==> src/piecewise_cosine_activation_assert.svh <==
// Assertion macros shared by the RTL of the piecewise cosine activation block.
// Each macro expects signals named clk and rst in the scope of its use.
`ifndef PIECEWISE_COSINE_ACTIVATION_ASSERT_SVH
`define PIECEWISE_COSINE_ACTIVATION_ASSERT_SVH

// The consequent must hold in the same cycle as the antecedent.
`define PCA_ASSERT_SAME(label, ante, cons) \
  label: assert property (@(posedge clk) disable iff (rst) (ante) |-> (cons)) \
    else $error("pcact assertion failed");

// The consequent must hold in the cycle after the antecedent.
`define PCA_ASSERT_NEXT(label, ante, cons) \
  label: assert property (@(posedge clk) disable iff (rst) (ante) |=> (cons)) \
    else $error("pcact assertion failed");

`endif

==> src/pcact_pkg.sv <==
`default_nettype none
package pcact_pkg;

  // Width of the normalized window fraction and of the cosine arithmetic.
  localparam int FRAC_Q = 30;
  localparam logic [31:0] PI_Q30 = 32'd3373259426;
  localparam int TAYLOR_TERMS = 9;
  localparam int PERIOD_RESET = 1000000;

  // Register indexes of the configuration port.
  localparam logic [2:0] REG_PERIOD = 3'd0;
  localparam logic [2:0] REG_CONTRACT_BEGIN = 3'd1;
  localparam logic [2:0] REG_RELAX_BEGIN = 3'd2;
  localparam logic [2:0] REG_CONTRACT_LENGTH = 3'd3;
  localparam logic [2:0] REG_RELAX_LENGTH = 3'd4;

  typedef enum logic [1:0] {
    PHASE_IDLE = 2'd0,
    PHASE_CONTRACT = 2'd1,
    PHASE_RELAX = 2'd2
  } phase_t;

  // Control that travels with every request through the pipeline.
  typedef struct packed {
    logic valid;
    phase_t phase;
  } pipe_ctl_t;

  // Taylor divisors (2k-1)(2k) and floor(2^32 / divisor).
  localparam logic [8:0] TAYLOR_DIV [1:9] = '{
    9'd2, 9'd12, 9'd30, 9'd56, 9'd90, 9'd132, 9'd182, 9'd240, 9'd306
  };
  localparam logic [31:0] TAYLOR_RECIP [1:9] = '{
    32'd2147483648, 32'd357913941, 32'd143165576, 32'd76695844, 32'd47721858,
    32'd32537631, 32'd23598721, 32'd17895697, 32'd14035840
  };

endpackage
`default_nettype wire

==> src/pcact_frac.sv <==
`default_nettype none
// Restoring division r * 2^30 / len, one quotient bit per stage.
module pcact_frac #(
  parameter int TW = 32
) (
  input  wire logic                         clk,
  input  wire logic                         rst,
  input  wire pcact_pkg::pipe_ctl_t         in_ctl,
  input  wire logic [TW-1:0]                r,
  input  wire logic [TW-1:0]                len,
  output pcact_pkg::pipe_ctl_t              out_ctl,
  output logic [pcact_pkg::FRAC_Q-1:0]      u
);

  localparam int NQ = pcact_pkg::FRAC_Q;

  pcact_pkg::pipe_ctl_t ctl [0:NQ];
  logic [TW-1:0]        rem [0:NQ];
  logic [TW-1:0]        lq  [0:NQ];
  logic [NQ-1:0]        q   [0:NQ];

  always_ff @(posedge clk) begin
    if (rst) begin
      ctl[0].valid <= 1'b0;
    end else begin
      ctl[0].valid <= in_ctl.valid;
    end
    ctl[0].phase <= in_ctl.phase;
    rem[0] <= r;
    lq[0]  <= len;
    q[0]   <= '0;
  end

  for (genvar i = 1; i <= NQ; i++) begin : g_step
    logic [TW:0] rem_s;
    logic [TW:0] rem_d;
    logic        take;
    assign rem_s = {rem[i-1], 1'b0};
    assign rem_d = rem_s - {1'b0, lq[i-1]};
    assign take  = (rem_s >= {1'b0, lq[i-1]});
    always_ff @(posedge clk) begin
      if (rst) begin
        ctl[i].valid <= 1'b0;
      end else begin
        ctl[i].valid <= ctl[i-1].valid;
      end
      ctl[i].phase <= ctl[i-1].phase;
      rem[i] <= take ? rem_d[TW-1:0] : rem_s[TW-1:0];
      lq[i]  <= lq[i-1];
      q[i]   <= {q[i-1][NQ-2:0], take};
    end
  end

  assign out_ctl = ctl[NQ];
  assign u       = q[NQ];

endmodule
`default_nettype wire

==> config.mk <==
export PLATFORM = sky130hd
export DESIGN_NAME = pcact_frac
export DESIGN_NICKNAME = d
export VERILOG_FILES = /design/src/piecewise_cosine_activation_assert.svh /design/src/pcact_pkg.sv /design/src/pcact_frac.sv
export SDC_FILE = /design/constraint.sdc
export NUM_CORES = 2
export LEC_CHECK = 0
export ABC_AREA = 0
export ABC_CLOCK_PERIOD_IN_PS = 5170
export BUFFER_PORTS_ARGS = -buffer_cell sky130_fd_sc_hd__buf_2
export CORE_MARGIN = 3
export CORE_UTILIZATION = 55
export DETAILED_ROUTE_END_ITERATION = 12
export PLACE_DENSITY_LB_ADDON = 0.12
export SLEW_MARGIN = 20
export SYNTH_ARGS = -nofsm -noshare
export SYNTH_HDL_FRONTEND = slang
export SYNTH_SLANG_ARGS = --single-unit
==> constraint.sdc <==
create_clock -name clk -period 5.17 [get_ports clk]
set_input_delay 0.7755 -clock clk [delete_from_list [all_inputs] [get_ports clk]]
set_output_delay 0.7755 -clock clk [all_outputs]
set_load 0.02 [all_outputs]
-- Yosys cells after proc, flatten, opt, wreduce, memory -nomap -nowiden
Memory sizes are Yosys's and may differ from the RTL's.
Index checks and enable logic that the tools add are counted.
- div/mod/pow operators: 0
- $add $sub $neg: 30
- magnitude comparators: 30
- bitwise gates (word level): 31
- equality and inequality tests: 0
- reduce and logical (&&, ||, !) cells: 0
- multiply operators: 0
- shift operators: 0
- multiplexer cells: 64
- operators with widths (cell ; count):
    greater-or-equal comparator 33 x 32 -> 1 bit ; 30
    2-to-1 mux 32 bit ; 30
    subtractor 32 bit ; 30
    2-to-1 mux 1 bit ; 34
    OR 1 bit ; 31
- register bits: 0
- input port bits: 69
- memory bits (writable): 3007
- memories: 4
- bits in latches: 0
- word-level logic and storage cells: 159
- output and inout bits: 33
- ROM bits: 0
- memory list (memory ; words ; width ; read ports ; clocked after Yosys merged registers in ; write ports ; line ; RTL):
    lq ; 31 ; 32 ; 30 ; 0 ; 31 ; pcact_frac.sv:19 ; logic [TW-1:0] lq [0:NQ];
    rem ; 31 ; 32 ; 30 ; 0 ; 31 ; pcact_frac.sv:18 ; logic [TW-1:0] rem [0:NQ];
    q ; 31 ; 30 ; 31 ; 0 ; 31 ; pcact_frac.sv:20 ; logic [NQ-1:0] q [0:NQ];
    ctl ; 31 ; 3 ; 31 ; 0 ; 31 ; pcact_frac.sv:17 ; pcact_pkg::pipe_ctl_t ctl [0:NQ];

-- Logic depth before layout (Yosys ltp)
- depth in word-level cells: 3
- depth in mapped cells: 16
- depth with buffers taken out: 14

-- Least setup slack after synthesis
OpenSTA, ideal clock, no wires.
- path kind: flip-flop to flip-flop
- from: memory lq[12][1], in the netlist lq[3][1]
- to: memory rem[13][4], in the netlist rem[1][164]
- clock period less this slack: 3.366 ns
- setup slack: 1.804 ns
- setup time: 0.121 ns
- path buffers: 1
- required time: 5.049 ns
- cell stages (with the launch flop): 15
- arrival: 3.245 ns
- path through: dfxtp_1 -> inv_1 -> ha_1 -> nor2b_1 -> o21ai_0 -> a21oi_1 -> o31ai_1 -> a2111oi_2 -> o31ai_2 -> o311ai_2 -> o211ai_1 -> or4b_4 -> nand3_4 -> buf_12 -> mux2_4
- RTL lines (element ; line):
    start, declared ; pcact_frac.sv:19
    end, declared ; pcact_frac.sv:18

==> flow_summary_export.csv <==
group,metric,value,unit
flow_run,cap_violations,0,
drt,wirelength,261300,um
clocking,cts-root-buf,"clkbuf_16",
yosys,synth_compound_area_share,17.07,%
sta,setup-violations-final,0,
yosys,seq_area_frac_synth,45.24,%
yosys,synth_area,0.1096,sq mm
sta,slew_viol_final,0,
min_path,min_from,"in_ctl[2]",
worst_setup_path,worstPathArrival,5.12,ns
global_route,grt_pass1_vias,78762,
drt,dr.first_iter.drc_count,4993,
yosys,synth_top_family_by_area,"compound AO/OA/AOI/OAI gates",
global_route,grt_overflow_total,0,
power_and_ir_drop,switching_share,38.50,%
yosys,synth.distinct_cells,100,
sta,finalClockSkew,0.03021,ns
power_and_ir_drop,p_clk_share,20.3,%
clocking,cts_buffer_depth,3,
drt,via_per_inst,5.466,
drt,antenna_violating_nets_post_route,0,
yosys,synth-main-ff-cell,"dfxtp_1",
floorplanning,die_y,452.5,um
clocking,clkTransAtPathRegs,0.06,ns
power_and_ir_drop,p_int,0.05596,W
floorplanning,die_w,452.5,um
sta,worst_slew_pin_slew,1.096,ns
yosys,avgSynthCellArea,9.507,sq um
drt,drtPass1Iterations,8,
worst_setup_path,startpoint_type,"flip-flop",
power_and_ir_drop,p_sw,0.03504,W
global_route,grt_usage,25.00,%
yosys,yosys.area_share.simple,10.76,%
min_path,hold_path_class,"input port to flip-flop",
cells_and_area,fill_cells,16734,
floorplanning,initial_core_util,55.42,%
yosys,async_flop_share,0,%
yosys,ys_seq_elements,2478,
yosys,yosys-top-cells-area,"dfxtp_1 (45%), ha_1 (11%), inv_1 (4.1%)",
placement,hpwl,204900,um
power_and_ir_drop,ir_worst_vdd,0.3919,mV
drt,dr_total_vias,79751,
power_and_ir_drop,powerDensity,744.5,mW/mm^2
clocking,tritoncts,"yes",
yosys,yosys.area_share.adder,11.47,%
sta,finalHoldViolCount,0,
floorplanning,io_pins,102,
placement,dp_slack,0.8256,ns
yosys,synthXorXnorAreaFrac,6.263,%
power_and_ir_drop,report.power.total,0.09100,W
global_route,grt_start_max_net_pins,63,
worst_setup_path,worstPathMaxFanout,23,
sta,fin_crit,4.406,ns
worst_setup_path,crit_start,"lq[4][65]",
floorplanning,die_area,0.2047,sq mm
cells_and_area,drive_above_1_share,8.639,%
power_and_ir_drop,p_seq_share,32.4,%
power_and_ir_drop,p_leak,57.02,nW
clocking,clkLatencyLatePin,0.86,ns
drt,wl_per_cell,17.91,um
sta,fin_tns_setup,0,ns
floorplanning,rows,163,
sta,max_freq,227.0,MHz
placement,port_buffers,101,
worst_setup_path,worstPathRequired,5.88,ns
cells_and_area,nets,12794,
cells_and_area,area_delta_synth_final,11.48,%
power_and_ir_drop,p_comb_share,47.3,%
sta,setup_slack,0.7639,ns
clocking,cts.sinks,2478,
worst_setup_path,r2r-start,"lq[4][65]",
drt,route.detailed.drc,0,
yosys,synthCells,11533,
yosys,yosysWarnings,0,
run_status,status,"finished, final reports clean",
yosys,synth.top_cell.area_share,45.24,%
yosys,synth_area_leader_cell,"dfxtp_1",
clocking,cts_buffers,241,
global_route,grt_pass1_wl,415900,um
sta,rsz0062_at_grt,"false",
global_route,antenna_found_initial,6,
yosys,synth_edf_count,0,
worst_setup_path,critPathKind,"flip-flop to flip-flop",
yosys,synthesis.nets,12590,
worst_setup_path,end_kind,"flip-flop",
floorplanning,core-area,0.1978,sq mm
clocking,cts_setup_buffers,0,
placement,routabilityCongestion,0.9501,
yosys,synth_mux_area_share,4.168,%
clocking,htree_levels,4,
sta,fin_crit_sh,85.22,%
sta,max_slew_margin,26.94,%
[final timing paths]
path	end	slack, ns	depth (start not counted)
setup reg to reg	rem[2][99]	0.76	14
hold reg to reg	q[23][18]	0.31	0
hold / removal	ctl[0][2]	0.14	2
setup / recovery	rem[2][99]	0.76	14
[power by group through the flow]
stage / clock network, W / registers [W] / logic (W)
final: 0.0185 / 0.0294 / 0.0431
after global placement: 0 / 0.0300 / 0.0419
after floorplan: 0 / 0.0279 / 0.0340
after CTS: 0.0189 / 0.0296 / 0.0430
after global routing: 0.0197 / 0.0300 / 0.0481
after detailed placement: 0 / 0.0299 / 0.0426
[area by class of cell]
type | instances | area [sq um] | area share, %
clock inverters | 138 | 1883 | 1.541
inverters | 1195 | 4486 | 3.670
well taps | 2640 | 3303 | 2.702
flip-flops and latches | 2478 | 49610 | 40.59
repair buffers | 205 | 1514 | 1.239
multi-input cells | 7616 | 54700 | 44.75
clock buffers | 314 | 6728 | 5.504
diodes | 4 | 10.01 | 0.008189
[flip-flops by register name, summed over array words and instances (netlist names)]
signal / count
lq: 960
rem: 960
q: 465
ctl: 93
[critical path, cell delays in order, from the launching register on]
cell and delay [ns]:
dfxtp_1 0.51, inv_1 0.08, ha_1 0.29, nor2b_1 0.14, o21a_1 0.19, o21ai_0 0.25, a21oi_1 0.14, o21ai_0 0.40
o21ai_0 0.32, a221oi_1 0.48, o211ai_1 0.21, a31oi_1 0.40, o21ai_4 0.18, buf_4 0.29, mux2_2 0.37
[metal layers]
| layer | routed length (um) | vias to the layer above | track usage (%) | part of all wire, % |
|---|---|---|---|---|
| met5 | 0 | - | 0 | 0 |
| met3 | 10040 | 518 | 3.296 | 3.8 |
| li1 | - | 40172 | - | - |
| met2 | 132700 | 1667 | 46.05 | 51 |
| met4 | 8693 | 0 | 8.366 | 3.3 |
| met1 | 109900 | 37394 | 29.75 | 42 |
[logic make-up after synthesis]
group                    count (synthesis)
flip-flops                            2478
XOR/XNOR                               784
adder cells (fa/ha/maj)                988
buffers and inverters                 1439
AND/OR/NAND/NOR                       2473
multiplexers                           399
AO/OA/AOI/OAI                         2972
[cell usage in the layout (no fill, tap or decap), types with 29 or more instances in the layout]
master / netlist / final
dfxtp_1: 2478 / 2478
inv_1: 1194 / 1194
ha_1: 959 / 959
a21oi_1: 869 / 868
nand2_1: 784 / 784
o21ai_0: 721 / 721
nor2_1: 604 / 603
a21o_1: 500 / 500
xnor2_1: 459 / 459
mux2_2: 349 / 349
xor2_1: 325 / 325
clkbuf_16: 0 / 243
nand3_1: 183 / 183
nor2b_1: 175 / 175
nand2b_1: 143 / 143
o21a_1: 137 / 136
nor3_1: 128 / 128
nand4_1: 127 / 127
buf_2: 39 / 101
a31oi_1: 101 / 100
o21bai_1: 95 / 94
and3_1: 82 / 82
a211oi_1: 69 / 69
dlygate4sd3_1: 0 / 66
o31ai_1: 62 / 62
or3_1: 54 / 54
o211ai_1: 50 / 50
clkinv_2: 0 / 44
nor4_1: 40 / 40
and2_1: 40 / 40
o31a_1: 39 / 39
clkbuf_8: 0 / 38
a211o_1: 37 / 37
or2_2: 37 / 37
bufinv_16: 0 / 34
clkbuf_1: 188 / 33
buf_4: 3 / 33
a21boi_0: 32 / 32
fa_1: 29 / 29
[synth_stat cells, drive strengths merged (37+ instances only)]
cell type / instances
o21ai: 737
dfxtp: 2478
nor2b: 175
a211oi: 69
or3: 54
xor2: 325
nor4: 41
o31a: 39
and3: 82
xnor2: 459
and2: 40
o21bai: 95
a211o: 37
buf: 56
or2: 38
nor2: 604
a21o: 500
clkbuf: 188
a31oi: 101
o31ai: 63
o21a: 137
nand4: 127
o211ai: 51
ha: 959
mux2: 379
a21oi: 871
nand2b: 143
inv: 1195
nand2: 785
nand3: 184
nor3: 128
[stage by stage]
stage	hold WS [ns]	std cells	cell area [sq um]	utilization, %
after floorplan	0.3096	11533	109600	-
after global placement	0.3095	14068	113000	57.10
after detailed placement	0.3121	14068	113000	57.10
after CTS	0.05801	14586	122200	61.78
after global routing	0.08353	14588	122200	61.78
final	0.1372	14590	122200	61.79
[timing repair]
item / 4_1_cts / 5_1_grt
endpoints found under the hold margin: 66 / 0
gates resized for setup: 0 / 0
hold buffers: 66 / 0
Note: power is estimated with default switching activity, not from simulation.
